### src/hw/rtl/fba_pkg.sv
`default_nettype none

package fba_pkg;

  // table geometry
  localparam int unsigned BLOCKS    = 16;
  localparam int unsigned SIZE_BITS = 16;
  localparam int unsigned IDX_W     = $clog2(BLOCKS);
  localparam int unsigned CNT_W     = $clog2(BLOCKS + 1);
  localparam int unsigned WASTE_W   = 20;
  localparam int unsigned OP_W      = 2;
  localparam int unsigned POL_W     = 2;
  localparam int unsigned CFG_W     = 5;

  localparam logic [CNT_W-1:0]   BLOCKS_CNT = CNT_W'(BLOCKS);
  localparam logic [WASTE_W-1:0] WASTE_MAX  = {WASTE_W{1'b1}};

  // operation codes
  localparam logic [OP_W-1:0] OP_LOAD  = 2'd0;
  localparam logic [OP_W-1:0] OP_ALLOC = 2'd1;
  localparam logic [OP_W-1:0] OP_CLEAR = 2'd2;

  // fit policy codes, anything else acts as first fit
  localparam logic [POL_W-1:0] POL_FIRST = 2'd0;
  localparam logic [POL_W-1:0] POL_BEST  = 2'd1;
  localparam logic [POL_W-1:0] POL_WORST = 2'd2;

  // configuration register indexes
  localparam logic REG_FIT_POLICY  = 1'b0;
  localparam logic REG_BLOCK_COUNT = 1'b1;

  typedef enum logic [1:0] {
    ST_IDLE,
    ST_SCAN,
    ST_FINISH
  } fba_state_e;

  typedef struct packed {
    logic capture;
    logic step;
    logic finish;
  } fba_cmd_t;

  typedef struct packed {
    logic scan_done;
  } fba_stat_t;

endpackage

`default_nettype wire

### src/hw/rtl/fba_ctrl.sv
`default_nettype none

module fba_ctrl (
  input  wire logic             clk_i,
  input  wire logic             rst_ni,
  input  wire logic             start,
  output logic                  busy,
  input  wire fba_pkg::fba_stat_t stat_i,
  output fba_pkg::fba_cmd_t     cmd_o
);
  import fba_pkg::*;

  fba_state_e state_q, state_d;

  always_ff @(posedge clk_i or negedge rst_ni) begin
    if (!rst_ni) begin
      state_q <= ST_IDLE;
    end else begin
      state_q <= state_d;
    end
  end

  always_comb begin
    state_d = state_q;
    case (state_q)
      ST_IDLE: begin
        if (start) state_d = ST_SCAN;
      end
      ST_SCAN: begin
        if (stat_i.scan_done) state_d = ST_FINISH;
      end
      ST_FINISH: state_d = ST_IDLE;
      default:   state_d = ST_IDLE;
    endcase
  end

  always_comb begin
    cmd_o = '0;
    busy  = 1'b1;
    case (state_q)
      ST_IDLE: begin
        busy          = 1'b0;
        cmd_o.capture = start;
      end
      ST_SCAN:   cmd_o.step   = !stat_i.scan_done;
      ST_FINISH: cmd_o.finish = 1'b1;
      default:   busy = 1'b0;
    endcase
  end

endmodule

`default_nettype wire

### src/hw/rtl/fba_datapath.sv
`default_nettype none

module fba_datapath (
  input  wire logic                          clk_i,
  input  wire logic                          rst_ni,
  input  wire fba_pkg::fba_cmd_t             cmd_i,
  output fba_pkg::fba_stat_t                 stat_o,
  input  wire logic [fba_pkg::POL_W-1:0]     fit_policy_i,
  input  wire logic [fba_pkg::CNT_W-1:0]     block_count_i,
  input  wire logic [fba_pkg::OP_W-1:0]      operation_i,
  input  wire logic [fba_pkg::IDX_W-1:0]     block_slot_i,
  input  wire logic [fba_pkg::SIZE_BITS-1:0] amount_i,
  output logic                               result_valid_o,
  output logic                               granted_o,
  output logic [fba_pkg::IDX_W-1:0]          chosen_block_o,
  output logic [fba_pkg::SIZE_BITS-1:0]      chosen_size_o,
  output logic [fba_pkg::SIZE_BITS-1:0]      leftover_o,
  output logic [fba_pkg::WASTE_W-1:0]        waste_total_o
);
  import fba_pkg::*;

  // block table and marks
  logic [SIZE_BITS-1:0] size_q [BLOCKS];
  logic [BLOCKS-1:0]    in_use_q, in_use_d;
  logic [WASTE_W-1:0]   waste_q, waste_d;

  // captured request
  logic [OP_W-1:0]      op_q;
  logic [IDX_W-1:0]     slot_q;
  logic [SIZE_BITS-1:0] amt_q;

  // scan state
  logic [CNT_W-1:0]     idx_q;
  logic                 found_q, found_d;
  logic [IDX_W-1:0]     pick_q, pick_d;
  logic [SIZE_BITS-1:0] pick_size_q, pick_size_d;

  logic [CNT_W-1:0]     limit;
  logic [IDX_W-1:0]     cur;
  logic [IDX_W-1:0]     rd_idx;
  logic [SIZE_BITS-1:0] cur_size_q;
  logic [SIZE_BITS-1:0] cur_size;
  logic                 cand;
  logic                 best_fit, worst_fit;
  logic [SIZE_BITS-1:0] left;
  logic [WASTE_W:0]     sum;

  logic                 res_valid_q;
  logic                 granted_q;
  logic [IDX_W-1:0]     chosen_q;
  logic [SIZE_BITS-1:0] csize_q, left_q;
  logic [WASTE_W-1:0]   wtotal_q;

  assign best_fit  = (fit_policy_i == POL_BEST);
  assign worst_fit = (fit_policy_i == POL_WORST);
  assign limit     = (block_count_i > BLOCKS_CNT) ? BLOCKS_CNT : block_count_i;

  assign cur      = idx_q[IDX_W-1:0];
  // table read is registered, so fetch the entry the scan index moves to
  assign rd_idx   = cmd_i.capture ? '0 :
                    (cmd_i.step ? IDX_W'(idx_q + CNT_W'(1)) : cur);
  assign cur_size = cur_size_q;
  assign cand     = !in_use_q[cur] && (cur_size >= amt_q);

  // first fit stops at the first hit
  assign stat_o.scan_done = (op_q != OP_ALLOC) || (idx_q >= limit) ||
                            (found_q && !best_fit && !worst_fit);

  always_comb begin
    found_d     = found_q;
    pick_d      = pick_q;
    pick_size_d = pick_size_q;
    if (cand) begin
      if (!found_q) begin
        found_d     = 1'b1;
        pick_d      = cur;
        pick_size_d = cur_size;
      end else if ((best_fit && (cur_size < pick_size_q)) ||
                   (worst_fit && (cur_size > pick_size_q))) begin
        pick_d      = cur;
        pick_size_d = cur_size;
      end
    end
  end

  assign left = pick_size_q - amt_q;
  assign sum  = {1'b0, waste_q} + (WASTE_W + 1)'(left);

  always_comb begin
    in_use_d = in_use_q;
    waste_d  = waste_q;
    case (op_q)
      OP_LOAD:  in_use_d[slot_q] = 1'b0;
      OP_ALLOC: begin
        if (found_q) begin
          in_use_d[pick_q] = 1'b1;
          waste_d = sum[WASTE_W] ? WASTE_MAX : sum[WASTE_W-1:0];
        end
      end
      OP_CLEAR: begin
        in_use_d = '0;
        waste_d  = '0;
      end
      default: ;
    endcase
  end

  // control state
  always_ff @(posedge clk_i or negedge rst_ni) begin
    if (!rst_ni) begin
      in_use_q    <= '0;
      waste_q     <= '0;
      idx_q       <= '0;
      found_q     <= 1'b0;
      res_valid_q <= 1'b0;
    end else begin
      res_valid_q <= cmd_i.finish;
      if (cmd_i.capture) begin
        idx_q   <= '0;
        found_q <= 1'b0;
      end else if (cmd_i.step) begin
        idx_q   <= idx_q + CNT_W'(1);
        found_q <= found_d;
      end
      if (cmd_i.finish) begin
        in_use_q <= in_use_d;
        waste_q  <= waste_d;
      end
    end
  end

  // payload
  always_ff @(posedge clk_i) begin
    cur_size_q <= size_q[rd_idx];
    if (cmd_i.capture) begin
      op_q   <= operation_i;
      slot_q <= block_slot_i;
      amt_q  <= amount_i;
    end
    if (cmd_i.step) begin
      pick_q      <= pick_d;
      pick_size_q <= pick_size_d;
    end
    if (cmd_i.finish) begin
      if (op_q == OP_LOAD) size_q[slot_q] <= amt_q;
      if ((op_q == OP_ALLOC) && found_q) begin
        granted_q <= 1'b1;
        chosen_q  <= pick_q;
        csize_q   <= pick_size_q;
        left_q    <= left;
      end else begin
        granted_q <= 1'b0;
        chosen_q  <= '0;
        csize_q   <= '0;
        left_q    <= '0;
      end
      wtotal_q <= waste_d;
    end
  end

  assign result_valid_o = res_valid_q;
  assign granted_o      = granted_q;
  assign chosen_block_o = chosen_q;
  assign chosen_size_o  = csize_q;
  assign leftover_o     = left_q;
  assign waste_total_o  = wtotal_q;

endmodule

`default_nettype wire

### src/hw/rtl/fit_policy_block_allocator.sv
`default_nettype none

// fixed-partition block allocator with first, best or worst fit
//
// command channel: operation_i, block_slot_i and amount_i are taken as one
// beat at a rising edge where start is high and busy is low. busy stays
// high while the beat is worked on.
// result channel: every beat gives exactly one result; result_valid_o is
// high for one cycle with granted_o, chosen_block_o, chosen_size_o,
// leftover_o and waste_total_o. the receiver cannot stall, so the result
// is simply taken at the edge that ends that cycle.
// flow: a load, clear or unknown operation examines no entries in the
// scan state and goes on to the finish state, which registers the result.
// an allocate scans one table entry per cycle through a single compare
// unit, up to block_count entries (at most 16; first fit stops at the
// first hit). a new beat can be taken in the cycle its result shows.
// config: cfg_we_i, cfg_index_i (0 fit policy, 1 block count), cfg_data_i,
// to be written only while idle, which the block itself does not enforce.
// reset clears the marks, the waste total, both config registers and the
// controller; block sizes are undefined until loaded.
module fit_policy_block_allocator (
  input  wire logic                          clk_i,
  input  wire logic                          rst_ni,
  input  wire logic                          cfg_we_i,
  input  wire logic                          cfg_index_i,
  input  wire logic [fba_pkg::CFG_W-1:0]     cfg_data_i,
  input  wire logic                          start,
  output logic                               busy,
  input  wire logic [fba_pkg::OP_W-1:0]      operation_i,
  input  wire logic [fba_pkg::IDX_W-1:0]     block_slot_i,
  input  wire logic [fba_pkg::SIZE_BITS-1:0] amount_i,
  output logic                               result_valid_o,
  output logic                               granted_o,
  output logic [fba_pkg::IDX_W-1:0]          chosen_block_o,
  output logic [fba_pkg::SIZE_BITS-1:0]      chosen_size_o,
  output logic [fba_pkg::SIZE_BITS-1:0]      leftover_o,
  output logic [fba_pkg::WASTE_W-1:0]        waste_total_o
);
  import fba_pkg::*;

  // configuration registers
  logic [POL_W-1:0] fit_policy_q;
  logic [CNT_W-1:0] block_count_q;

  fba_cmd_t  cmd;
  fba_stat_t stat;

  always_ff @(posedge clk_i or negedge rst_ni) begin
    if (!rst_ni) begin
      fit_policy_q  <= POL_FIRST;
      block_count_q <= '0;
    end else if (cfg_we_i) begin
      case (cfg_index_i)
        REG_FIT_POLICY:  fit_policy_q  <= cfg_data_i[POL_W-1:0];
        REG_BLOCK_COUNT: block_count_q <= cfg_data_i[CNT_W-1:0];
        default: ;
      endcase
    end
  end

  // sequencing: idle, scan, finish
  fba_ctrl u_ctrl (
    .clk_i  (clk_i),
    .rst_ni (rst_ni),
    .start  (start),
    .busy   (busy),
    .stat_i (stat),
    .cmd_o  (cmd)
  );

  // table, scan unit, waste total and result registers
  fba_datapath u_datapath (
    .clk_i          (clk_i),
    .rst_ni         (rst_ni),
    .cmd_i          (cmd),
    .stat_o         (stat),
    .fit_policy_i   (fit_policy_q),
    .block_count_i  (block_count_q),
    .operation_i    (operation_i),
    .block_slot_i   (block_slot_i),
    .amount_i       (amount_i),
    .result_valid_o (result_valid_o),
    .granted_o      (granted_o),
    .chosen_block_o (chosen_block_o),
    .chosen_size_o  (chosen_size_o),
    .leftover_o     (leftover_o),
    .waste_total_o  (waste_total_o)
  );

endmodule

`default_nettype wire

### config.mk
export PLATFORM = sky130hd
export DESIGN_NAME = fit_policy_block_allocator
export DESIGN_NICKNAME = d
export VERILOG_FILES = /design/src/hw/rtl/fba_pkg.sv /design/src/hw/rtl/fba_ctrl.sv /design/src/hw/rtl/fba_datapath.sv /design/src/hw/rtl/fit_policy_block_allocator.sv
export SDC_FILE = /design/constraint.sdc
export NUM_CORES = 1
export LEC_CHECK = 0
export BUFFER_PORTS_ARGS = -buffer_cell sky130_fd_sc_hd__buf_2
export CAP_MARGIN = 20
export CORE_ASPECT_RATIO = 1.2
export CORE_UTILIZATION = 55
export CTS_CLUSTER_SIZE = 10
export DETAILED_ROUTE_END_ITERATION = 12
export GPL_TIMING_DRIVEN = 0
export PLACE_DENSITY = 0.7
export SLEW_MARGIN = 20
export SYNTH_ARGS = -nofsm -noshare
export SYNTH_HDL_FRONTEND = slang
export SYNTH_SLANG_ARGS = --single-unit
### constraint.sdc
create_clock -name clk_i -period 6 [get_ports clk_i]
set_input_delay 1.2 -clock clk_i [delete_from_list [all_inputs] [get_ports clk_i]]
set_output_delay 1.2 -clock clk_i [all_outputs]
set_load 0.01 [all_outputs]
Yosys cells after proc, flatten, opt, wreduce, memory -nomap -nowiden
Memories as Yosys holds them, arrays and structs flattened. A register that Yosys moved wholly into a read port is not among the register bits.
Index checks and enable logic that the tools add are counted.
{ "word_totals": {"register_bits": 151, "latch_bits": 0, "ram_bits": 256, "mem_bits_ro": 0, "inputBits": 32, "wordCells": 108, "mem_count": 1} }
{ "op_classes": {"n_addsub": 3, "mul": 0, "div": 0, "order_cmp": 10, "n_eq_ne": 11, "n_shift": 0, "muxes": 34, "bitwise_logic": 4, "n_reduce_logical": 27} }
{ "mem_list": {"columns": ["memory", "depth", "width", "read_ports", "rd_clocked_by_memory_dff", "write_ports", "line", "source"], "rows": [
  ["u_datapath.size_q", 16, 16, 1, 1, 1, "fba_datapath.sv:23", "logic [SIZE_BITS-1:0] size_q [BLOCKS];"]
]} }
{ "ops": {"columns": ["operator", "n"], "rows": [
  ["16-bit 2-to-1 mux", 3],
  ["16-bit one-hot mux with 3 select lines", 1],
  ["20-bit 2-to-1 mux", 2],
  ["20-bit one-hot mux with 2 select lines", 1],
  ["20-bit by 16-bit adder with 21-bit output", 1],
  ["16-bit bitwise AND", 1],
  ["16-bit greater-or-equal comparator", 1],
  ["16-bit greater-than comparator", 1],
  ["16-bit < comparator", 1],
  ["4-bit 2-to-1 mux", 4],
  ["16-bit inverter", 1],
  ["16-bit OR", 1],
  ["16-bit subtractor", 1],
  ["4-bit by 5-bit < comparator with 1-bit output, second input constant", 3],
  ["5-bit 2-to-1 mux", 3],
  ["1-bit 2-to-1 mux", 14],
  ["1-bit demux with 4-bit select", 2],
  ["4-bit by 1-bit greater-or-equal comparator with 1-bit output, second input constant", 2],
  ["1-bit logical AND", 8],
  ["2-bit AND reduction", 4],
  ["2-bit by 1-bit == test with 1-bit output, second input constant", 3],
  ["2-bit == test, second input constant", 3],
  ["2-bit by 1-bit != test with 1-bit output, second input constant", 3],
  ["3-bit AND reduction", 2],
  ["14 further kinds", 23]
]} }

Longest topological paths before layout
Gate-level depths: netlist of the first run.
{ "depth": {"depth_word": 9, "ltp_mapped": 19} }

By module
A second synthesis of the first run with hierarchy kept.
{ "unflattened": {"hier_cells": 1237, "area_unflattened_um2": 18654.1} }
{ "by_module_without_submodules": {"columns": ["module", "n_inst", "cells_each", "area_each_um2", "seq_area_each_um2"], "rows": [
  ["fba_datapath", 1, 1206, 18212.5, 12056.6],
  ["fit_policy_block_allocator", 1, 16, 266.5, 175.2],
  ["fba_ctrl", 1, 15, 175.2, 50.0]
]} }

Least setup slack after synthesis of the first run
No wires, ideal clock.
{ "synth_path": {"path_kind": "register to register", "start": "register u_datapath.idx_q[0]", "end": "register u_datapath.pick_q[0] (enable)", "setup_time_ns": 0.428, "arrival_time_ns": 3.770, "slack_ns": 1.802, "stages_incl_launch_ff": 9, "path_buffers": 1, "period_less_slack_ns": 4.198, "path_cell_list": "dfrtp_1 > clkbuf_1 > inv_1 > ha_1 > nand2b_1 > a2111o_1 > a311oi_4 > o311a_1 > a21boi_0"} }
{ "synth_via": {"elab_chain_cells": 6, "word_cells_on_any_way": 10} }
{ "synth_rtl": {"columns": ["item", "line", "source"], "rows": [
  ["from (decl)", "fba_datapath.sv:33", "logic [CNT_W-1:0] idx_q;"],
  ["from (signal assigned)", "fba_datapath.sv:122", "idx_q <= idx_q + CNT_W'(1);"],
  ["5-bit greater-or-equal comparator", "fba_datapath.sv:66", "assign stat_o.scan_done = (op_q != OP_ALLOC) || (idx_q >= limit) ||"],
  ["1-bit logical OR (2 in series)", "fba_datapath.sv:66", null],
  ["1-bit logical NOT", "fba_ctrl.sv:45", "ST_SCAN: cmd_o.step = !stat_i.scan_done;"],
  ["1-bit 2-to-1 mux", "fba_ctrl.sv:40", "case (state_q)"],
  ["3-bit AND reduction (no line) *", null, null],
  ["to (signal assigned)", "fba_datapath.sv:141", "pick_q <= pick_d;"],
  ["to (decl)", "fba_datapath.sv:35", "logic [IDX_W-1:0] pick_q, pick_d;"]
]} }
Mark *: on every way between the ends. The rest lies on a longest branch, timed or not. The select of a mux whose other input is x is not followed.
A chain may end at the register's enable or synchronous reset.

Worst setup path in the final report of the first run
{ "layout_path": {"start": "register u_datapath.amt_q[4]", "end": "register u_datapath.wtotal_q[9] (netlist: u_datapath.waste_total_o[9]), data pin"} }
{ "layout_via": {"elab_chain_cells": 5} }
{ "layout_rtl": {"columns": ["item", "line", "source"], "rows": [
  ["from (decl)", "fba_datapath.sv:30", "logic [SIZE_BITS-1:0] amt_q;"],
  ["from (signal assigned)", "fba_datapath.sv:138", "amt_q <= amount_i;"],
  ["16-bit subtractor", "fba_datapath.sv:86", "assign left = pick_size_q - amt_q;"],
  ["net u_datapath.left[11]", "fba_datapath.sv:45", "logic [SIZE_BITS-1:0] left;"],
  ["20-bit by 16-bit adder with 21-bit output", "fba_datapath.sv:87", "assign sum = {1'b0, waste_q} + (WASTE_W + 1)'(left);"],
  ["20-bit 2-to-1 mux", "fba_datapath.sv:97", "waste_d = sum[WASTE_W] ? WASTE_MAX : sum[WASTE_W-1:0];"],
  ["20-bit 2-to-1 mux", "fba_datapath.sv:95", "if (found_q) begin"],
  ["20-bit one-hot mux with 2 select lines", "fba_datapath.sv:92", "case (op_q)"],
  ["net u_datapath.waste_d[9]", "fba_datapath.sv:25", "logic [WASTE_W-1:0] waste_q, waste_d;"],
  ["to (signal assigned)", "fba_datapath.sv:157", "wtotal_q <= waste_d;"],
  ["to (decl)", "fba_datapath.sv:52", "logic [WASTE_W-1:0] wtotal_q;"]
]} }
The timed path passes the listed nets, and every way through them passes these cells.

==> results of run 1 <==
-- per-stage QoR --
step	cells	power (mW)	cell area, sq um
after global routing	1966	10.04	21880
after floorplan	1322	6.025	19130
after global placement	1868	6.889	20150
final	1966	9.572	21880
after CTS	1966	9.638	21880
after detailed placement	1888	6.978	20480
-- cell type report --
| type | count | area [sq um] |
|---|---|---|
| Sequential cell | 423 | 12280 |
| Clock inverter | 4 | 96.34 |
| Buffer | 51 | 331.6 |
| Timing Repair Buffer | 110 | 713.2 |
| Clock buffer | 74 | 1299 |
| Multi-Input combinational cell | 789 | 6370 |
| Fill cell | 2520 | 12280 |
| Inverter | 59 | 221.5 |
| Tap cell | 456 | 570.5 |
-- worst max path at each step --
stage / endpoint / slack [ps] / cells past startpoint
after floorplan: u_datapath.pick_q[0]$_DFFE_PP_ / 1800 / 8
after global placement: u_datapath.size_q[8][9]$_DFFE_PP_ / 210 / 5
after detailed placement: u_datapath.waste_total_o[9]$_DFFE_PP_ / 580 / 18
after CTS: u_datapath.waste_total_o[9]$_DFFE_PP_ / 530 / 18
after global routing: u_datapath.waste_total_o[3]$_DFFE_PP_ / 210 / 18
final: u_datapath.waste_total_o[9]$_DFFE_PP_ / 740 / 18
-- cells in the mapped netlist, types with 4 or more instances --
library cell    n  area, sq um
a31oi_1        13        81.33
xnor2_1        23        201.4
o21ai_0        38        190.2
nand3b_1        6        45.04
o21a_1          8        60.06
nand3_1        11        55.05
o22a_1         15        131.4
and2_1         18        112.6
mux4_2          5        112.6
or2_2           4        25.02
nor3b_1         4        30.03
nor2b_1        12        75.07
dfxtp_1        16        320.3
and3_1         11        68.82
buf_4          16        120.1
ha_1           77        963.4
dfrtp_1        52         1301
o21bai_1        4        30.03
nand4_1        12        75.07
a21o_1         12        90.09
a21oi_1        45        225.2
nor3_1         15        75.07
mux2i_1       242         2422
buf_2           5        25.02
nand2b_1       13        81.33
o211ai_1       10        75.07
nor4_1          4        25.02
nand2_1        54        202.7
mux2_2          7        78.83
inv_1          58        217.7
xor2_1          9        78.83
a22o_1          8        70.07
clkbuf_1       23        86.33
nor2_1         75        281.5
edfxtp_1      355        10660
-- kinds of logic (layout without fill, tap and decap cells) --
logic type	after synthesis	in the layout	synth area share, %
buf+inv	110	298	2.891
fa+ha+maj	79	79	5.247
xor+xnor	32	32	1.465
simple gates	247	247	6.359
mux	254	254	13.67
flops	423	423	64.22
compound gates	177	177	6.156
-- what timing repair did --
action                                  4_1_cts  5_1_grt
endpoints found under the setup margin        0        3
resized for setup                             0        1
buffers inserted                              0        0
hold endpoints to repair                      0        0
hold buffers                                  0        0
-- layer usage --
layer	routed length, um	up-vias
met2	21230	348
met5	0	-
li1	-	5290
met1	17240	5519
met3	1909	87
met4	1700	0
-- power groups by stage --
stage | sequential (mW) | clock [mW] | combinational (mW)
2_1_floorplan | 3.88 | 0 | 2.15
3_3_place_gp | 3.92 | 0 | 2.96
3_5_place_dp | 3.93 | 0 | 3.05
4_1_cts | 3.87 | 2.70 | 3.07
5_1_grt | 3.91 | 2.80 | 3.32
6_report | 3.87 | 2.65 | 3.05
-- sequential cells by signal, indices dropped and copies added, names as in the netlist, 16 cells and up --
signal and count:
u_datapath.amt_q 16, u_datapath.waste_q 20, u_datapath.leftover_o 16, u_datapath.size_q 256, u_datapath.pick_size_q 16, u_datapath.chosen_size_o 16
u_datapath.waste_total_o 20, u_datapath.in_use_q 16, u_datapath.cur_size 16
-- worst max-delay path, stage by stage (launching register included) --
cell,delay [ps]
edfxtp_1,740
inv_1,190
ha_1,380
a21o_1,230
or3_1,330
o211ai_1,270
nand2_1,120
or2_2,290
a21oi_1,170
xnor2_1,110
ha_1,270
clkbuf_1,250
nand4_1,150
o21ai_0,240
nor4b_1,110
nor3_2,420
clkbuf_1,450
nor2_1,130
o21ai_0,190
==> impl_metrics.json, run 1 <==
{
  "cts.clk_slew.worst_paths_ps": 60,
  "outcome": "completed",
  "worst_pin_slew_ps": 775.3,
  "rrSetupSlack_ps": 740,
  "power.switching_mw": 3.172,
  "mostFrequentLayoutCell": "edfxtp_1",
  "required_ps": 6390,
  "grt.total_usage_pct": 24.65,
  "yosys_warnings": 0,
  "num_vias": 11240,
  "place_congestion": 0.9391,
  "diodes": 0,
  "fin_crit_ps": 5260,
  "io_buffers": 90,
  "syn_avg_cell_area_sq_um": 14.47,
  "met1_usage_pct": 30.02,
  "final_antenna_net_count": 0,
  "initial_utilization_pct": 55.98,
  "power.share.switching_pct": 33.14,
  "grt_overflow": 0,
  "htreeDepth": 2,
  "max-cap-violations": 0,
  "start_kind": "flip-flop",
  "syn_area_sq_um": 19130,
  "pwr-share-comb_pct": 31.9,
  "p_leak_nw": 8.616,
  "drive_gt1_share_pct": 15.30,
  "ir_drop_v": 0.0002712,
  "cts_tree": "done",
  "syn_nets": 1433,
  "whs_ps": 427.5,
  "post-place-ws_ps": 578.4,
  "holdCritStartpoint": "u_datapath.cur_size[0]$_DFF_P_",
  "p_int_mw": 6.400,
  "vias_per_cell": 5.719,
  "clock_latency_ps": 590,
  "cts_buffers": 48,
  "wl_per_cell_um": 21.41,
  "worstSetupStartpoint": "u_datapath.amt_q[4]$_DFFE_PP_",
  "drt_iter0_drc": 917,
  "crit_type": "flip-flop to flip-flop",
  "grt-busiest-layer": "met2",
  "synth-main-ff-cell": "edfxtp_1",
  "grtUsageMet2_pct": 43.68,
  "grt_antenna_before_repair": 0,
  "first_global_vias": 11280,
  "nets": 1593,
  "die_w_um": 172.2,
  "grt_use_met3_pct": 3.409,
  "post-route-period-util_pct": 87.66,
  "rows": 74,
  "clkPwrFrac_pct": 27.7,
  "cts.path.max_buffers": 3,
  "ys_seq_elements": 423,
  "arrival_ps": 5650,
  "finalCoreUtilization_pct": 64.05,
  "path_max_fanout": 17,
  "drv_slew": 0,
  "end_kind": "flip-flop",
  "worstHoldPathCells": 0,
  "ys_seq_area_share_pct": 64.22,
  "r2r-start": "u_datapath.amt_q[4]$_DFFE_PP_",
  "grt_max_degree": 61,
  "synth_edf_count": 355,
  "p_per_area_nw_per_um2": 437.4,
  "dieHeight_um": 206.3,
  "fmax_mhz": 190.1,
  "fin_setup_tns_ps": 0,
  "root_buffer": "clkbuf_16",
  "clock_sinks": 423,
  "hold_end": "u_datapath.pick_size_q[0]$_DFFE_PP_",
  "die_area_sq_um": 35530,
  "syn_inst": 1322,
  "drtPass1Iterations": 5,
  "seqPwrFrac_pct": 40.4,
  "hpwlAfterDp_um": 30110,
  "finalHoldViolCount": 0,
  "ios": 91,
  "coreArea_sq_um": 34170,
  "reg2regPathDepth": 18,
  "hold_class": "flip-flop to flip-flop",
  "setup-violations-final": 0,
  "async_flop_share_pct": 12.29,
  "wirelength_um": 42090,
  "skew_ps": 34.87,
  "ys_types": 63,
  "max_slew_margin_pct": 47.97,
  "area_delta_synth_final_pct": 14.42,
  "final_cell_mix": "355 x edfxtp_1, 242 x mux2i_1, 94 x buf_2, 76 x ha_1, 63 x nor2_1",
  "drc": 0,
  "rsz0062_at_grt": "no",
  "fin_ws_ps": 740.1,
  "grt_pass1_wl_um": 64340,
  "r2r-end": "u_datapath.waste_total_o[9]$_DFFE_PP_"
}
Note: power is estimated with default switching activity, not from simulation.
==> run 2, diff against run 1 <==
ABC_AREA = 1   (was unset)
PLACE_DENSITY = 0.69   (was 0.7)
==> run 2 against run 1 <==
  * Non-clock buffer count is 21 higher
  * Final cell count is 37% higher
  * Design area is 5.1% higher
  * Sequential share of layout area is 2.7 points lower
  * Register-to-register slack worse by 70 ps
  * Critical path type unchanged
  * Critical endpoint is now u_datapath.waste_q[3]$_DFFE_PN0P_
  * Largest cell class unchanged
==> impl_metrics.json, run 2 <==
{
  "outcome": "completed",
  "power.share.switching_pct": 35.57,
  "mostFrequentLayoutCell": "nand2_1",
  "fmax_mhz": 187.6,
  "max-cap-violations": 0,
  "start_kind": "flip-flop",
  "io_buffers": 90,
  "syn_area_sq_um": 20320,
  "grt.total_usage_pct": 29.79,
  "vias_per_cell": 5.453,
  "hold_class": "flip-flop to flip-flop",
  "postCtsSetupBuffers": 0,
  "clock_latency_ps": 560,
  "yosys_warnings": 0,
  "p_per_area_nw_per_um2": 417.8,
  "setup-violations-final": 0,
  "fillers": 2931,
  "rrSetupSlack_ps": 670,
  "drv_slew": 0,
  "yosysTopAreaCell": "edfxtp_1",
  "area_delta_synth_final_pct": 13.18,
  "fin_crit_ps": 5330,
  "required_ps": 6420,
  "drtPass1Iterations": 6,
  "die_area_sq_um": 37730,
  "hpwlAfterDp_um": 39020,
  "finalHoldViolCount": 0,
  "skew_ps": 15.52,
  "ys_seq_elements": 423,
  "final_antenna_net_count": 0,
  "p_int_mw": 6.191,
  "grt_overflow": 0,
  "first_global_vias": 14610,
  "nets": 2315,
  "synth-main-ff-cell": "edfxtp_1",
  "path_max_fanout": 17,
  "grt_pass1_wl_um": 82610,
  "final_cell_mix": "405 x nand2_1, 365 x inv_1, 355 x edfxtp_1, 277 x nand3_1, 128 x buf_2",
  "pwr-share-comb_pct": 31.5,
  "grt_max_degree": 58,
  "ys_seq_area_share_pct": 60.44,
  "post-route-period-util_pct": 88.83,
  "largest_reg_flops": 256,
  "crit_type": "flip-flop to flip-flop",
  "grt_antenna_before_repair": 0,
  "coreArea_sq_um": 36130,
  "holdBufCountCts": 0,
  "cts_buffers": 48,
  "rsz0062_at_grt": "no",
  "htreeDepth": 2,
  "drt_iter0_drc": 1426,
  "synth_edf_count": 355,
  "num_vias": 14730,
  "regMostFlops": "u_datapath.size_q",
  "clkPwrFrac_pct": 27.4,
  "cts.clk_slew.worst_paths_ps": 60,
  "synth_common_cells": "405 x nand2_1, 366 x inv_1, 355 x edfxtp_1",
  "dieHeight_um": 212.6,
  "async_flop_share_pct": 12.29,
  "drc": 0,
  "ios": 91,
  "root_buffer": "clkbuf_16",
  "worst_pin_slew_ps": 969.0,
  "max_slew_margin_pct": 35.00,
  "fin_setup_tns_ps": 0,
  "end_kind": "flip-flop",
  "clock_sinks": 423,
  "diodes": 0,
  "cts_tree": "done",
  "netlist.area_leader.share_pct": 52.46,
  "wl_per_cell_um": 19.92,
  "die_w_um": 177.5,
  "initial_utilization_pct": 56.24,
  "p_leak_nw": 10.23,
  "wirelength_um": 53840,
  "whs_ps": 432.2,
  "syn_nets": 2159,
  "arrival_ps": 5750,
  "power.switching_mw": 3.418,
  "cts_resized": 0,
  "ys_types": 47,
  "synth_most_common_cell": "nand2_1",
  "rows": 76,
  "cts.path.max_buffers": 3,
  "seqPwrFrac_pct": 41.1,
  "ir_drop_v": 0.0002989,
  "place_congestion": 0.9269,
  "syn_inst": 2048,
  "syn_avg_cell_area_sq_um": 9.923,
  "drive_gt1_share_pct": 11.50,
  "synth_area_leaders": "edfxtp_1 52%, nand2_1 7.5%, nand3_1 6.8%"
}
-- run 2: routing by layer --
metal	share of wire, %	GRT usage [%]	vias to the layer above
li1	-	-	7109
met1	38	34.78	6890
met2	50	52.10	572
met3	6.0	3.702	163
met4	6.4	18.30	0
met5	0	0	-
-- run 2: cell type report --
cell class	instances	area (sq um)	share of cell area [%]
multi-input cells	1176	6304	27.41
repair buffers	106	653.1	2.840
flip-flops and latches	423	12280	53.40
plain buffers	76	386.6	1.681
well taps	468	585.6	2.546
clock inverters	1	16.27	0.07072
clock buffers	79	1370	5.957
inverters	373	1403	6.098
-- run 2: cells by family after synthesis --
kind of cell | count (synthesis) | synth area share [%]
AOI/OAI and AO/OA | 176 | 4.747
xor gates and xnor gates | 25 | 1.077
adders and majority gates | 79 | 4.938
buffers and inverters | 449 | 8.804
DFF | 423 | 60.44
muxes | 2 | 0.1108
and+or+nand+nor | 894 | 19.89
-- run 2: final timing paths --
| kind | from | endpoint | cells after the start |
|---|---|---|---|
| worst max-delay path | u_datapath.amt_q[1]$_DFFE_PP_ | u_datapath.waste_q[3]$_DFFE_PN0P_ | 22 |
| worst min-delay path | u_datapath.cur_size[0]$_DFF_P_ | u_datapath.pick_size_q[0]$_DFFE_PP_ | 0 |
| worst max register to register | u_datapath.amt_q[1]$_DFFE_PP_ | u_datapath.waste_q[3]$_DFFE_PN0P_ | 22 |
| worst min register to register | u_datapath.cur_size[0]$_DFF_P_ | u_datapath.pick_size_q[0]$_DFFE_PP_ | 0 |
| max in group asynchronous | rst_ni | u_datapath.waste_q[2]$_DFFE_PN0P_ | 1 |
| min in group asynchronous | rst_ni | u_datapath.waste_q[4]$_DFFE_PN0P_ | 1 |
-- run 2: stage by stage --
| step | std cells | setup slack (ps) | total power [mW] | util, % | instance area [sq um] |
|---|---|---|---|---|---|
| floorplan | 2048 | 2185 | 5.939 | - | 20320 |
| global placement | 2606 | 732.1 | 6.917 | 59.11 | 21360 |
| detailed placement | 2622 | 806.4 | 7.011 | 59.81 | 21610 |
| CTS | 2702 | 807.3 | 9.636 | 63.65 | 23000 |
| global route | 2702 | 215.8 | 10.14 | 63.65 | 23000 |
| finish | 2702 | 669.9 | 9.610 | 63.65 | 23000 |
-- run 2: critical path: stages, from the launching register on --
cell	delay, ps
edfxtp_1	940
inv_1	280
ha_1	350
nand3_1	80
nand2_1	90
a21oi_1	270
o21ai_0	180
a21boi_0	330
o21ai_0	160
xnor2_1	200
inv_1	150
ha_1	400
a21oi_1	260
o21ai_0	180
a21oi_1	150
nand2_1	180
nand2_1	230
buf_2	300
nand2_1	80
nand2_1	60
o21ai_1	120
nand2_1	90
o21ai_0	110
-- run 2: power by group through the flow --
stage	combinational, mW	sequential [mW]	clock, mW
3_5_place_dp	3.00	4.01	0
6_report	3.03	3.95	2.63
2_1_floorplan	2.00	3.94	0
5_1_grt	3.36	3.99	2.78
4_1_cts	3.02	3.95	2.67
3_3_place_gp	2.91	4.00	0
